`src/rtl/b64u_pkg.sv`:
```
`timescale 1ns / 1ps
// ----------------------------------------------------------------------------
// b64u_pkg: shared types and constants for the base64url decoder
// Transaction payloads, the symbol class code and the alphabet constants.
// ----------------------------------------------------------------------------
package b64u_pkg;

    // Input transaction: one text character
    typedef struct packed {
        logic [7:0] text_char;
        logic       is_final;
    } char_item_t;

    // Output transaction: one result per character
    typedef struct packed {
        logic [7:0] data_byte;
        logic       byte_valid;
        logic       token_done;
        logic       decode_error;
    } result_item_t;

    // Class of a character as seen by the front end
    typedef enum logic [1:0] {
        SYM_DATA,
        SYM_PAD,
        SYM_BAD
    } sym_class_t;

    // Classified character held in the queue
    typedef struct packed {
        sym_class_t cls;
        logic [5:0] value;
        logic       is_final;
    } sym_item_t;

    // Alphabet characters
    localparam logic [7:0] CHAR_UPPER_A = 8'h41;
    localparam logic [7:0] CHAR_LOWER_A = 8'h61;
    localparam logic [7:0] CHAR_DIGIT_0 = 8'h30;
    localparam logic [7:0] CHAR_DASH    = 8'h2D;
    localparam logic [7:0] CHAR_USCORE  = 8'h5F;
    localparam logic [7:0] CHAR_PAD     = 8'h3D;

    // Symbol value offsets
    localparam logic [5:0] LOWER_BASE = 6'd26;
    localparam logic [5:0] DIGIT_BASE = 6'd52;
    localparam logic [5:0] DASH_VALUE = 6'd62;
    localparam logic [5:0] USCORE_VALUE = 6'd63;

    // Accumulator geometry
    localparam int unsigned ACC_W   = 12;
    localparam int unsigned SYM_W   = 6;
    localparam int unsigned BYTE_W  = 8;

endpackage

```
`src/rtl/b64u_front.sv`:
```
`timescale 1ns / 1ps
// ----------------------------------------------------------------------------
// b64u_front: character front end
// Accepts characters and maps each to a symbol class and 6-bit value.
// ----------------------------------------------------------------------------
module b64u_front (
    input  logic                  char_valid,
    output logic                  char_ready,
    input  b64u_pkg::char_item_t  char_data,
    input  logic                  q_ready,
    output logic                  q_push,
    output b64u_pkg::sym_item_t   q_data
);

    logic [7:0] ch;

    assign ch         = char_data.text_char;
    assign char_ready = q_ready;
    assign q_push     = char_valid && q_ready;

    // Alphabet decode
    always_comb
    begin
        q_data.cls      = b64u_pkg::SYM_BAD;
        q_data.value    = '0;
        q_data.is_final = char_data.is_final;
        unique case (ch) inside
            [8'h41:8'h5A]:
            begin
                q_data.cls   = b64u_pkg::SYM_DATA;
                q_data.value = 6'(ch - b64u_pkg::CHAR_UPPER_A);
            end
            [8'h61:8'h7A]:
            begin
                q_data.cls   = b64u_pkg::SYM_DATA;
                q_data.value = 6'(ch - b64u_pkg::CHAR_LOWER_A) + b64u_pkg::LOWER_BASE;
            end
            [8'h30:8'h39]:
            begin
                q_data.cls   = b64u_pkg::SYM_DATA;
                q_data.value = 6'(ch - b64u_pkg::CHAR_DIGIT_0) + b64u_pkg::DIGIT_BASE;
            end
            b64u_pkg::CHAR_DASH:
            begin
                q_data.cls   = b64u_pkg::SYM_DATA;
                q_data.value = b64u_pkg::DASH_VALUE;
            end
            b64u_pkg::CHAR_USCORE:
            begin
                q_data.cls   = b64u_pkg::SYM_DATA;
                q_data.value = b64u_pkg::USCORE_VALUE;
            end
            b64u_pkg::CHAR_PAD:
            begin
                q_data.cls = b64u_pkg::SYM_PAD;
            end
            default:
            begin
                q_data.cls = b64u_pkg::SYM_BAD;
            end
        endcase
    end

endmodule

```
`src/rtl/b64u_queue.sv`:
```
`timescale 1ns / 1ps
// ----------------------------------------------------------------------------
// b64u_queue: small symbol queue
// Register-based FIFO between the front end and the back end.
// ----------------------------------------------------------------------------
module b64u_queue #(
    parameter int unsigned DEPTH = 2
) (
    input  logic                 clk,
    input  logic                 rst_n,
    input  logic                 push,
    input  b64u_pkg::sym_item_t  push_data,
    output logic                 not_full,
    input  logic                 pop,
    output logic                 not_empty,
    output b64u_pkg::sym_item_t  pop_data
);

    localparam int unsigned PTR_W = (DEPTH > 1) ? $clog2(DEPTH) : 1;
    localparam int unsigned CNT_W = $clog2(DEPTH + 1);
    localparam logic [PTR_W-1:0] LAST_PTR = PTR_W'(DEPTH - 1);
    localparam logic [CNT_W-1:0] FULL_CNT = CNT_W'(DEPTH);

    b64u_pkg::sym_item_t  entry_reg [DEPTH];
    logic [PTR_W-1:0]     wr_ptr_reg, wr_ptr_next;
    logic [PTR_W-1:0]     rd_ptr_reg, rd_ptr_next;
    logic [CNT_W-1:0]     count_reg, count_next;

    assign not_full  = (count_reg != FULL_CNT);
    assign not_empty = (count_reg != '0);
    assign pop_data  = entry_reg[rd_ptr_reg];

    // Pointer and count update
    always_comb
    begin
        wr_ptr_next = wr_ptr_reg;
        rd_ptr_next = rd_ptr_reg;
        count_next  = count_reg;
        if (push)
        begin
            wr_ptr_next = (wr_ptr_reg == LAST_PTR) ? '0 : wr_ptr_reg + 1'b1;
        end
        if (pop)
        begin
            rd_ptr_next = (rd_ptr_reg == LAST_PTR) ? '0 : rd_ptr_reg + 1'b1;
        end
        if (push && !pop)
        begin
            count_next = count_reg + 1'b1;
        end
        else if (pop && !push)
        begin
            count_next = count_reg - 1'b1;
        end
    end

    always_ff @(posedge clk or negedge rst_n)
    begin
        if (!rst_n)
        begin
            wr_ptr_reg <= '0;
            rd_ptr_reg <= '0;
            count_reg  <= '0;
        end
        else
        begin
            wr_ptr_reg <= wr_ptr_next;
            rd_ptr_reg <= rd_ptr_next;
            count_reg  <= count_next;
        end
    end

    // Storage
    always_ff @(posedge clk)
    begin
        if (push)
        begin
            entry_reg[wr_ptr_reg] <= push_data;
        end
    end

endmodule

```
`src/rtl/b64u_back.sv`:
```
`timescale 1ns / 1ps
// ----------------------------------------------------------------------------
// b64u_back: decode back end
// Shifts symbols into the accumulator, emits bytes, tracks pad and error.
// ----------------------------------------------------------------------------
module b64u_back (
    input  logic                   clk,
    input  logic                   rst_n,
    input  logic                   q_valid,
    input  b64u_pkg::sym_item_t    q_data,
    output logic                   q_pop,
    output logic                   res_valid,
    input  logic                   res_ready,
    output b64u_pkg::result_item_t res_data
);

    localparam int unsigned ACC_W  = b64u_pkg::ACC_W;
    localparam int unsigned SYM_W  = b64u_pkg::SYM_W;
    localparam int unsigned BYTE_W = b64u_pkg::BYTE_W;

    logic [ACC_W-1:0]        acc_reg, acc_next;
    logic [2:0]              held_reg, held_next;
    logic                    pad_reg, pad_next;
    logic                    err_reg, err_next;
    logic                    res_valid_reg, res_valid_next;
    b64u_pkg::result_item_t  res_data_reg, res_data_next;

    logic [ACC_W-1:0]        acc_shift;
    logic [3:0]              bit_sum;
    logic [2:0]              bit_rem;
    logic [ACC_W-1:0]        acc_aligned;

    assign q_pop     = q_valid && (!res_valid_reg || res_ready);
    assign res_valid = res_valid_reg;
    assign res_data  = res_data_reg;

    // Accumulator arithmetic
    assign acc_shift   = {acc_reg[ACC_W-SYM_W-1:0], q_data.value};
    assign bit_sum     = {1'b0, held_reg} + 4'd6;
    assign bit_rem     = 3'(bit_sum - 4'd8);
    assign acc_aligned = acc_shift >> bit_rem;

    // Next state and result
    always_comb
    begin
        acc_next       = acc_reg;
        held_next      = held_reg;
        pad_next       = pad_reg;
        err_next       = err_reg;
        res_valid_next = res_valid_reg && !res_ready;
        res_data_next  = res_data_reg;
        if (q_pop)
        begin
            res_data_next.data_byte  = '0;
            res_data_next.byte_valid = 1'b0;
            if (q_data.cls == b64u_pkg::SYM_PAD)
            begin
                pad_next = 1'b1;
            end
            else if (pad_reg || q_data.cls == b64u_pkg::SYM_BAD)
            begin
                err_next = 1'b1;
            end
            else if (!err_reg)
            begin
                acc_next = acc_shift;
                if (bit_sum >= 4'd8)
                begin
                    held_next                = bit_rem;
                    res_data_next.data_byte  = acc_aligned[BYTE_W-1:0];
                    res_data_next.byte_valid = 1'b1;
                end
                else
                begin
                    held_next = bit_sum[2:0];
                end
            end
            res_data_next.token_done   = q_data.is_final;
            res_data_next.decode_error = err_next;
            res_valid_next             = 1'b1;
            // End of token clears all running state
            if (q_data.is_final)
            begin
                acc_next  = '0;
                held_next = '0;
                pad_next  = 1'b0;
                err_next  = 1'b0;
            end
        end
    end

    always_ff @(posedge clk or negedge rst_n)
    begin
        if (!rst_n)
        begin
            acc_reg       <= '0;
            held_reg      <= '0;
            pad_reg       <= 1'b0;
            err_reg       <= 1'b0;
            res_valid_reg <= 1'b0;
        end
        else
        begin
            acc_reg       <= acc_next;
            held_reg      <= held_next;
            pad_reg       <= pad_next;
            err_reg       <= err_next;
            res_valid_reg <= res_valid_next;
        end
    end

    // Result payload register
    always_ff @(posedge clk)
    begin
        res_data_reg <= res_data_next;
    end

endmodule

```
`src/rtl/base64url_decoder_unit.sv`:
```
`timescale 1ns / 1ps
// ----------------------------------------------------------------------------
// base64url_decoder_unit: streaming base64url decoder
// One character in, one result out, for every transaction.
// ----------------------------------------------------------------------------
// Usage:
//   char_* channel: one text character per transaction, is_final on the last
//   character of a token. res_* channel: exactly one result per character,
//   carrying a byte when one completes, token_done and the sticky error flag.
//   Both channels are valid/ready.
//   An accepted character is written into the symbol queue, then decoded
//   into the result register; a receiver stall can hold it in the queue.
//   Throughput: one character per cycle while results are taken; the back
//   end's accumulator update sets that figure.
//   The symbol queue lets the front end keep accepting while the receiver
//   stalls; when the queue fills, char_ready drops until results are taken.
//   Reset clears the accumulator, bit count, pad and error flags, the queue
//   and the result valid flag. The final character of a token clears the
//   decode state again, ready for the next token.
// ----------------------------------------------------------------------------
module base64url_decoder_unit #(
    parameter int unsigned QUEUE_DEPTH = 2
) (
    input  logic                   clk,
    input  logic                   rst_n,
    input  logic                   char_valid,
    output logic                   char_ready,
    input  b64u_pkg::char_item_t   char_data,
    output logic                   res_valid,
    input  logic                   res_ready,
    output b64u_pkg::result_item_t res_data
);

    logic                 q_push;
    logic                 q_pop;
    logic                 q_not_full;
    logic                 q_not_empty;
    b64u_pkg::sym_item_t  q_push_data;
    b64u_pkg::sym_item_t  q_pop_data;

    // Classification
    b64u_front u_front (
        .char_valid (char_valid),
        .char_ready (char_ready),
        .char_data  (char_data),
        .q_ready    (q_not_full),
        .q_push     (q_push),
        .q_data     (q_push_data)
    );

    // Decoupling queue
    b64u_queue #(
        .DEPTH (QUEUE_DEPTH)
    ) u_queue (
        .clk       (clk),
        .rst_n     (rst_n),
        .push      (q_push),
        .push_data (q_push_data),
        .not_full  (q_not_full),
        .pop       (q_pop),
        .not_empty (q_not_empty),
        .pop_data  (q_pop_data)
    );

    // Decode and result register
    b64u_back u_back (
        .clk       (clk),
        .rst_n     (rst_n),
        .q_valid   (q_not_empty),
        .q_data    (q_pop_data),
        .q_pop     (q_pop),
        .res_valid (res_valid),
        .res_ready (res_ready),
        .res_data  (res_data)
    );

endmodule

```
`config.mk`:
```
export PLATFORM = sky130hd
export DESIGN_NAME = base64url_decoder_unit
export DESIGN_NICKNAME = d
export VERILOG_FILES = /design/src/rtl/b64u_pkg.sv /design/src/rtl/b64u_front.sv /design/src/rtl/b64u_queue.sv /design/src/rtl/b64u_back.sv /design/src/rtl/base64url_decoder_unit.sv
export SDC_FILE = /design/constraint.sdc
export NUM_CORES = 1
export LEC_CHECK = 0
export ABC_AREA = 1
export BUFFER_PORTS_ARGS = -buffer_cell sky130_fd_sc_hd__buf_2
export CELL_PAD_IN_SITES_DETAIL_PLACEMENT = 1
export CELL_PAD_IN_SITES_GLOBAL_PLACEMENT = 2
export CORE_ASPECT_RATIO = 1.4
export CORE_MARGIN = 3
export CORE_UTILIZATION = 32
export DETAILED_ROUTE_END_ITERATION = 10
export MAX_ROUTING_LAYER = met4
export PLACE_DENSITY_LB_ADDON = 0.1
export SYNTH_ARGS = -nofsm -noshare
export SYNTH_HDL_FRONTEND = slang
export SYNTH_SLANG_ARGS = --single-unit
```
`constraint.sdc`:
```
create_clock -name clk -period 2.05 [get_ports clk]
set_clock_uncertainty 0.15 [all_clocks]
set_input_delay 0.5125 -clock clk [delete_from_list [all_inputs] [get_ports clk]]
set_output_delay 0.5125 -clock clk [all_outputs]
set_load 0.1 [all_outputs]
```
==> impl.org <==
** Global route
- The first global-routing pass estimated 11,300 um of wire.
- Fraction of met2 tracks used by global routing :: 0.302
- After global routing, the most crowded layer is met2.
- Met3 Use GR :: 0.0216
- Met1 layer usage reported by global route :: 0.148
- Maximum number of pins on one net before global-route repair :: 18
- The initial antenna violation count was 0.
- After global routing the overflow that remains totals 0.
- The via count of the first global-routing pass came to 2,373.
- Gr usage total :: 0.156

** Clock tree
- The H-tree was split into 2 levels.
- CTS tree :: yes
- Counting every sink on the clock net gives 44.
- No sink is reached through more buffers than the 2 on the longest clock path.
- After clock tree synthesis, the clock-pin slew on the worst setup and hold paths is 0.06 ns.
- Clock tree synthesis selected as its root buffer the cell clkbuf_16.
- For the worst-skew pair, the clock arrives at the later sink with an insertion delay of 0.29 ns.
- Buffers inserted during clock tree synthesis total 5.
- Number of setup buffers added after CTS :: 0

** Logic synthesis
- Of the total synthesized cell area, the portion taken by full adders, half adders and majority gates is 0.0510.
- Counting every net in the synthesized netlist gives 345.
- Yosys mapped a number of flops with a built-in enable equal to 29.
- The number of different library cells used by synthesis comes to 29.
- Each instance of the synthesized netlist takes up on average 8.41 um^2.
- Of the post-synthesis cell area, the dominant cell type holds 0.323.
- Fraction of synthesized cell area in xor and xnor cells :: 0.0324
- In the post-synthesis netlist, the biggest area contributors are edfxtp_1, dfrtp_1, nand2_1.
- During synthesis, Yosys emitted a total of 0 warnings.
- Fraction of the mapped netlist area in simple logic gates :: 0.326
- Share of the yosys chip area belonging to registers :: 0.462
- Most common cell in the netlist :: nand2_1
- Summed over all instances, the cell type with the most area after synthesis is edfxtp_1.
- Syn Inst Count :: 321
- In this run, synthesis produced a sequential element count of 44.
- Area fraction in compound gates after synthesis :: 0.0598
- Fraction of registers with async set or reset after synthesis :: 0.341
- In the synthesized netlist, the cells that appear most often are nand2_1, nand3_1, nor2_1, edfxtp_1, inv_1.
- Netlist area before placement :: 2700 um^2
- By area, the combinational part of the netlist is dominated by simple AND/OR/NAND/NOR gates.
- Most common flop cell mapped by yosys :: edfxtp_1
- Fraction of synthesized area in multiplexers :: 0

** Setup path
- In this run the worst path has a maximum fanout of 3.
- The number of cells on the worst reg-to-reg path is 7.
- Required arrival time at the worst endpoint :: 1.39 ns
- Slowest stage cell on the critical path :: buf_2
- In this design, the stage delay of the slowest critical-path cell is 0.42 ns.
- Critical path capture point type :: primary output
- Crit path cell chain :: inv_1, nand2_2, buf_2
- Crit start category :: flop
- Crit path kind :: reg2out
- Critical path arrival :: 1.25 ns

** Cells and area
- Compared with the post-synthesis result, the final layout area differs by 22.8%.
- At the end of the flow the core is filled with cells to 0.405.
- Final Non-Filler Cells :: 478
- The final layout contains 399 nets.
- After routing the design area is 3320 um^2.
- Total area of multi-input combinational cells :: 1300 um^2
- Number of diodes added for antenna fixing :: 0
- Registers take 1250 um^2.
- Filler Cells Inserted :: 1,014
- The register with the most flip-flops in the layout has 18 of them.
- Of the cells placed in the final design, the portion with a size suffix greater than 1 is 0.237.

** Floorplanning
- Pin placement for this block handled 26 I/O pins.
- Number of placement rows :: 39
- The die is 83.6 um wide.
- Die Area :: 9590 um^2
- The initial utilization of the core area, before any placement, comes to 0.329.
- The die is 115 um tall.
- Core Area :: 8200 um^2

** STA
- Post-route fraction of the period consumed by the critical path :: 0.933
- Setup Total Neg Slack :: 0 ns
- After layout, the minimum clock period comes to 1.91 ns.
- Max-Slew Margin vs Limit :: 0.676
- For this run, the top clock speed supported by timing is 523 MHz.
- Final number of hold-violating endpoints :: 0
- Final setup fails :: 0
- Setup repair after global routing left no endpoint under its margin.
- Max Slew Vio Count :: 0
- Slew at the pin closest to its max-slew limit :: 0.489 ns

** Placed design
- At the end of routability-driven placement, the weighted congestion stood at 0.941.
- Once placement finished, the instance area stood at 3130 um^2.
- Post-placement cell count :: 469
- HPWL reported at the end of detailed placement :: 5680 um
- IO buf count :: 25

** Drt
- For this block, the routed nets add up to 6910 um of wire.
- Number of search-and-repair iterations in the first detailed-routing pass :: 4
- Vias post-DR :: 2,261
- Using the TritonRoute via totals, the vias-per-cell ratio works out to 4.73.
- After detailed routing, the average wire length per cell comes to 14.5 um.
- DRC viols :: 0
- Final antenna-violating net count :: 0
- After the first detailed-routing iteration, the DRC count stood at 26.

** Pwr
- For this design the ratio of total power to cell area is 1410 nW/um^2.
- The design draws 4680 uW.
- The worst-case IR drop observed on VDD is 692 uV.
- For this design the static power due to leakage is 0.00154 uW.

** Run status
- Run status :: complete, no violations

** Job
- Max-cap violations in this run came to 0.

** Hold path
- Counting instances, the worst hold path has a depth of 1.
- The min-delay analysis places its worst path in the category in2reg.
[cell usage in the layout (no fill, tap or decap), types with 8 or more instances in the layout]
cell type,count
o21ai_0,10
nand2_1,84
xor2_1,8
dfrtp_1,14
inv_1,27
nor2_1,33
inv_2,8
ha_1,10
buf_4,27
nand3_1,36
buf_2,25
edfxtp_1,29
a21oi_1,9
nand2_2,8
nand3b_1,10
[routing by layer]
metal	routed length (um)	vias up	share of wire
li1	-	1152	-
met1	2590	1059	0.37
met2	3890	34	0.56
met3	151	16	0.022
met4	280	0	0.041
met5	0	-	0
[worst paths after layout]
| check | slack (ns) | startpoint | end |
|---|---|---|---|
| max in group asynchronous | 0.95 | rst_n | u_back.res_valid |
| setup reg to reg | 0.24 | u_queue.rd_ptr_reg | u_back.res_data[6] |
| hold reg to reg | 0.35 | u_back.held_reg[2] | u_back.held_reg[2] |
| setup / recovery | 0.14 | u_queue.count_reg[0] | char_ready |
| min in group asynchronous | 0.51 | rst_n | u_queue.wr_ptr_reg |
| hold / removal | 0.28 | char_data[0] | u_queue.entry_reg[0][0] |
[where the power goes]
group	switching, uW	total [uW]	leakage, uW	internal (uW)
logic	1750	2350	0.000991	602
clock network	318	891	0.0000808	573
registers	148	1440	0.000470	1300
total	2210	4680	0.00154	2470
[critical path, delay by kind of cell (launching register included)]
kind | cells | cell delay, ns
buffers and inverters | 2 | 0.51
and+or+nand+nor | 1 | 0.06
DFF | 1 | 0.39
[per-stage QoR]
step,hold WS [ns],worst slack (ns)
5_1_grt,0.273,0.00751
3_3_place_gp,0.295,-0.239
6_report,0.279,0.136
4_1_cts,0.272,0.0730
2_1_floorplan,0.0669,0.0528
3_5_place_dp,0.295,-0.219
[logic make-up after synthesis]
group | count (synthesis)
AO/OA/AOI/OAI | 27
AND/OR/NAND/NOR | 186
flip-flops | 44
buffers and inverters | 43
XOR/XNOR | 10
adder cells (fa/ha/maj) | 11
[cell type report]
class	count	share of cell area
inverter	37	0.0419
sequential	44	0.377
clock inverter	2	0.0106
clock buffer	6	0.0389
multi-input combinational	234	0.392
timing repair buffer	53	0.102
tap	102	0.0385
[repair_timing]
action / CTS / global route
hold buffers: 1 / 0
endpoints found under the hold margin: 15 / 0
resized for setup: 0 / 4
endpoints found under the setup margin: 0 / 10
(Power assumes the default switching activity.)
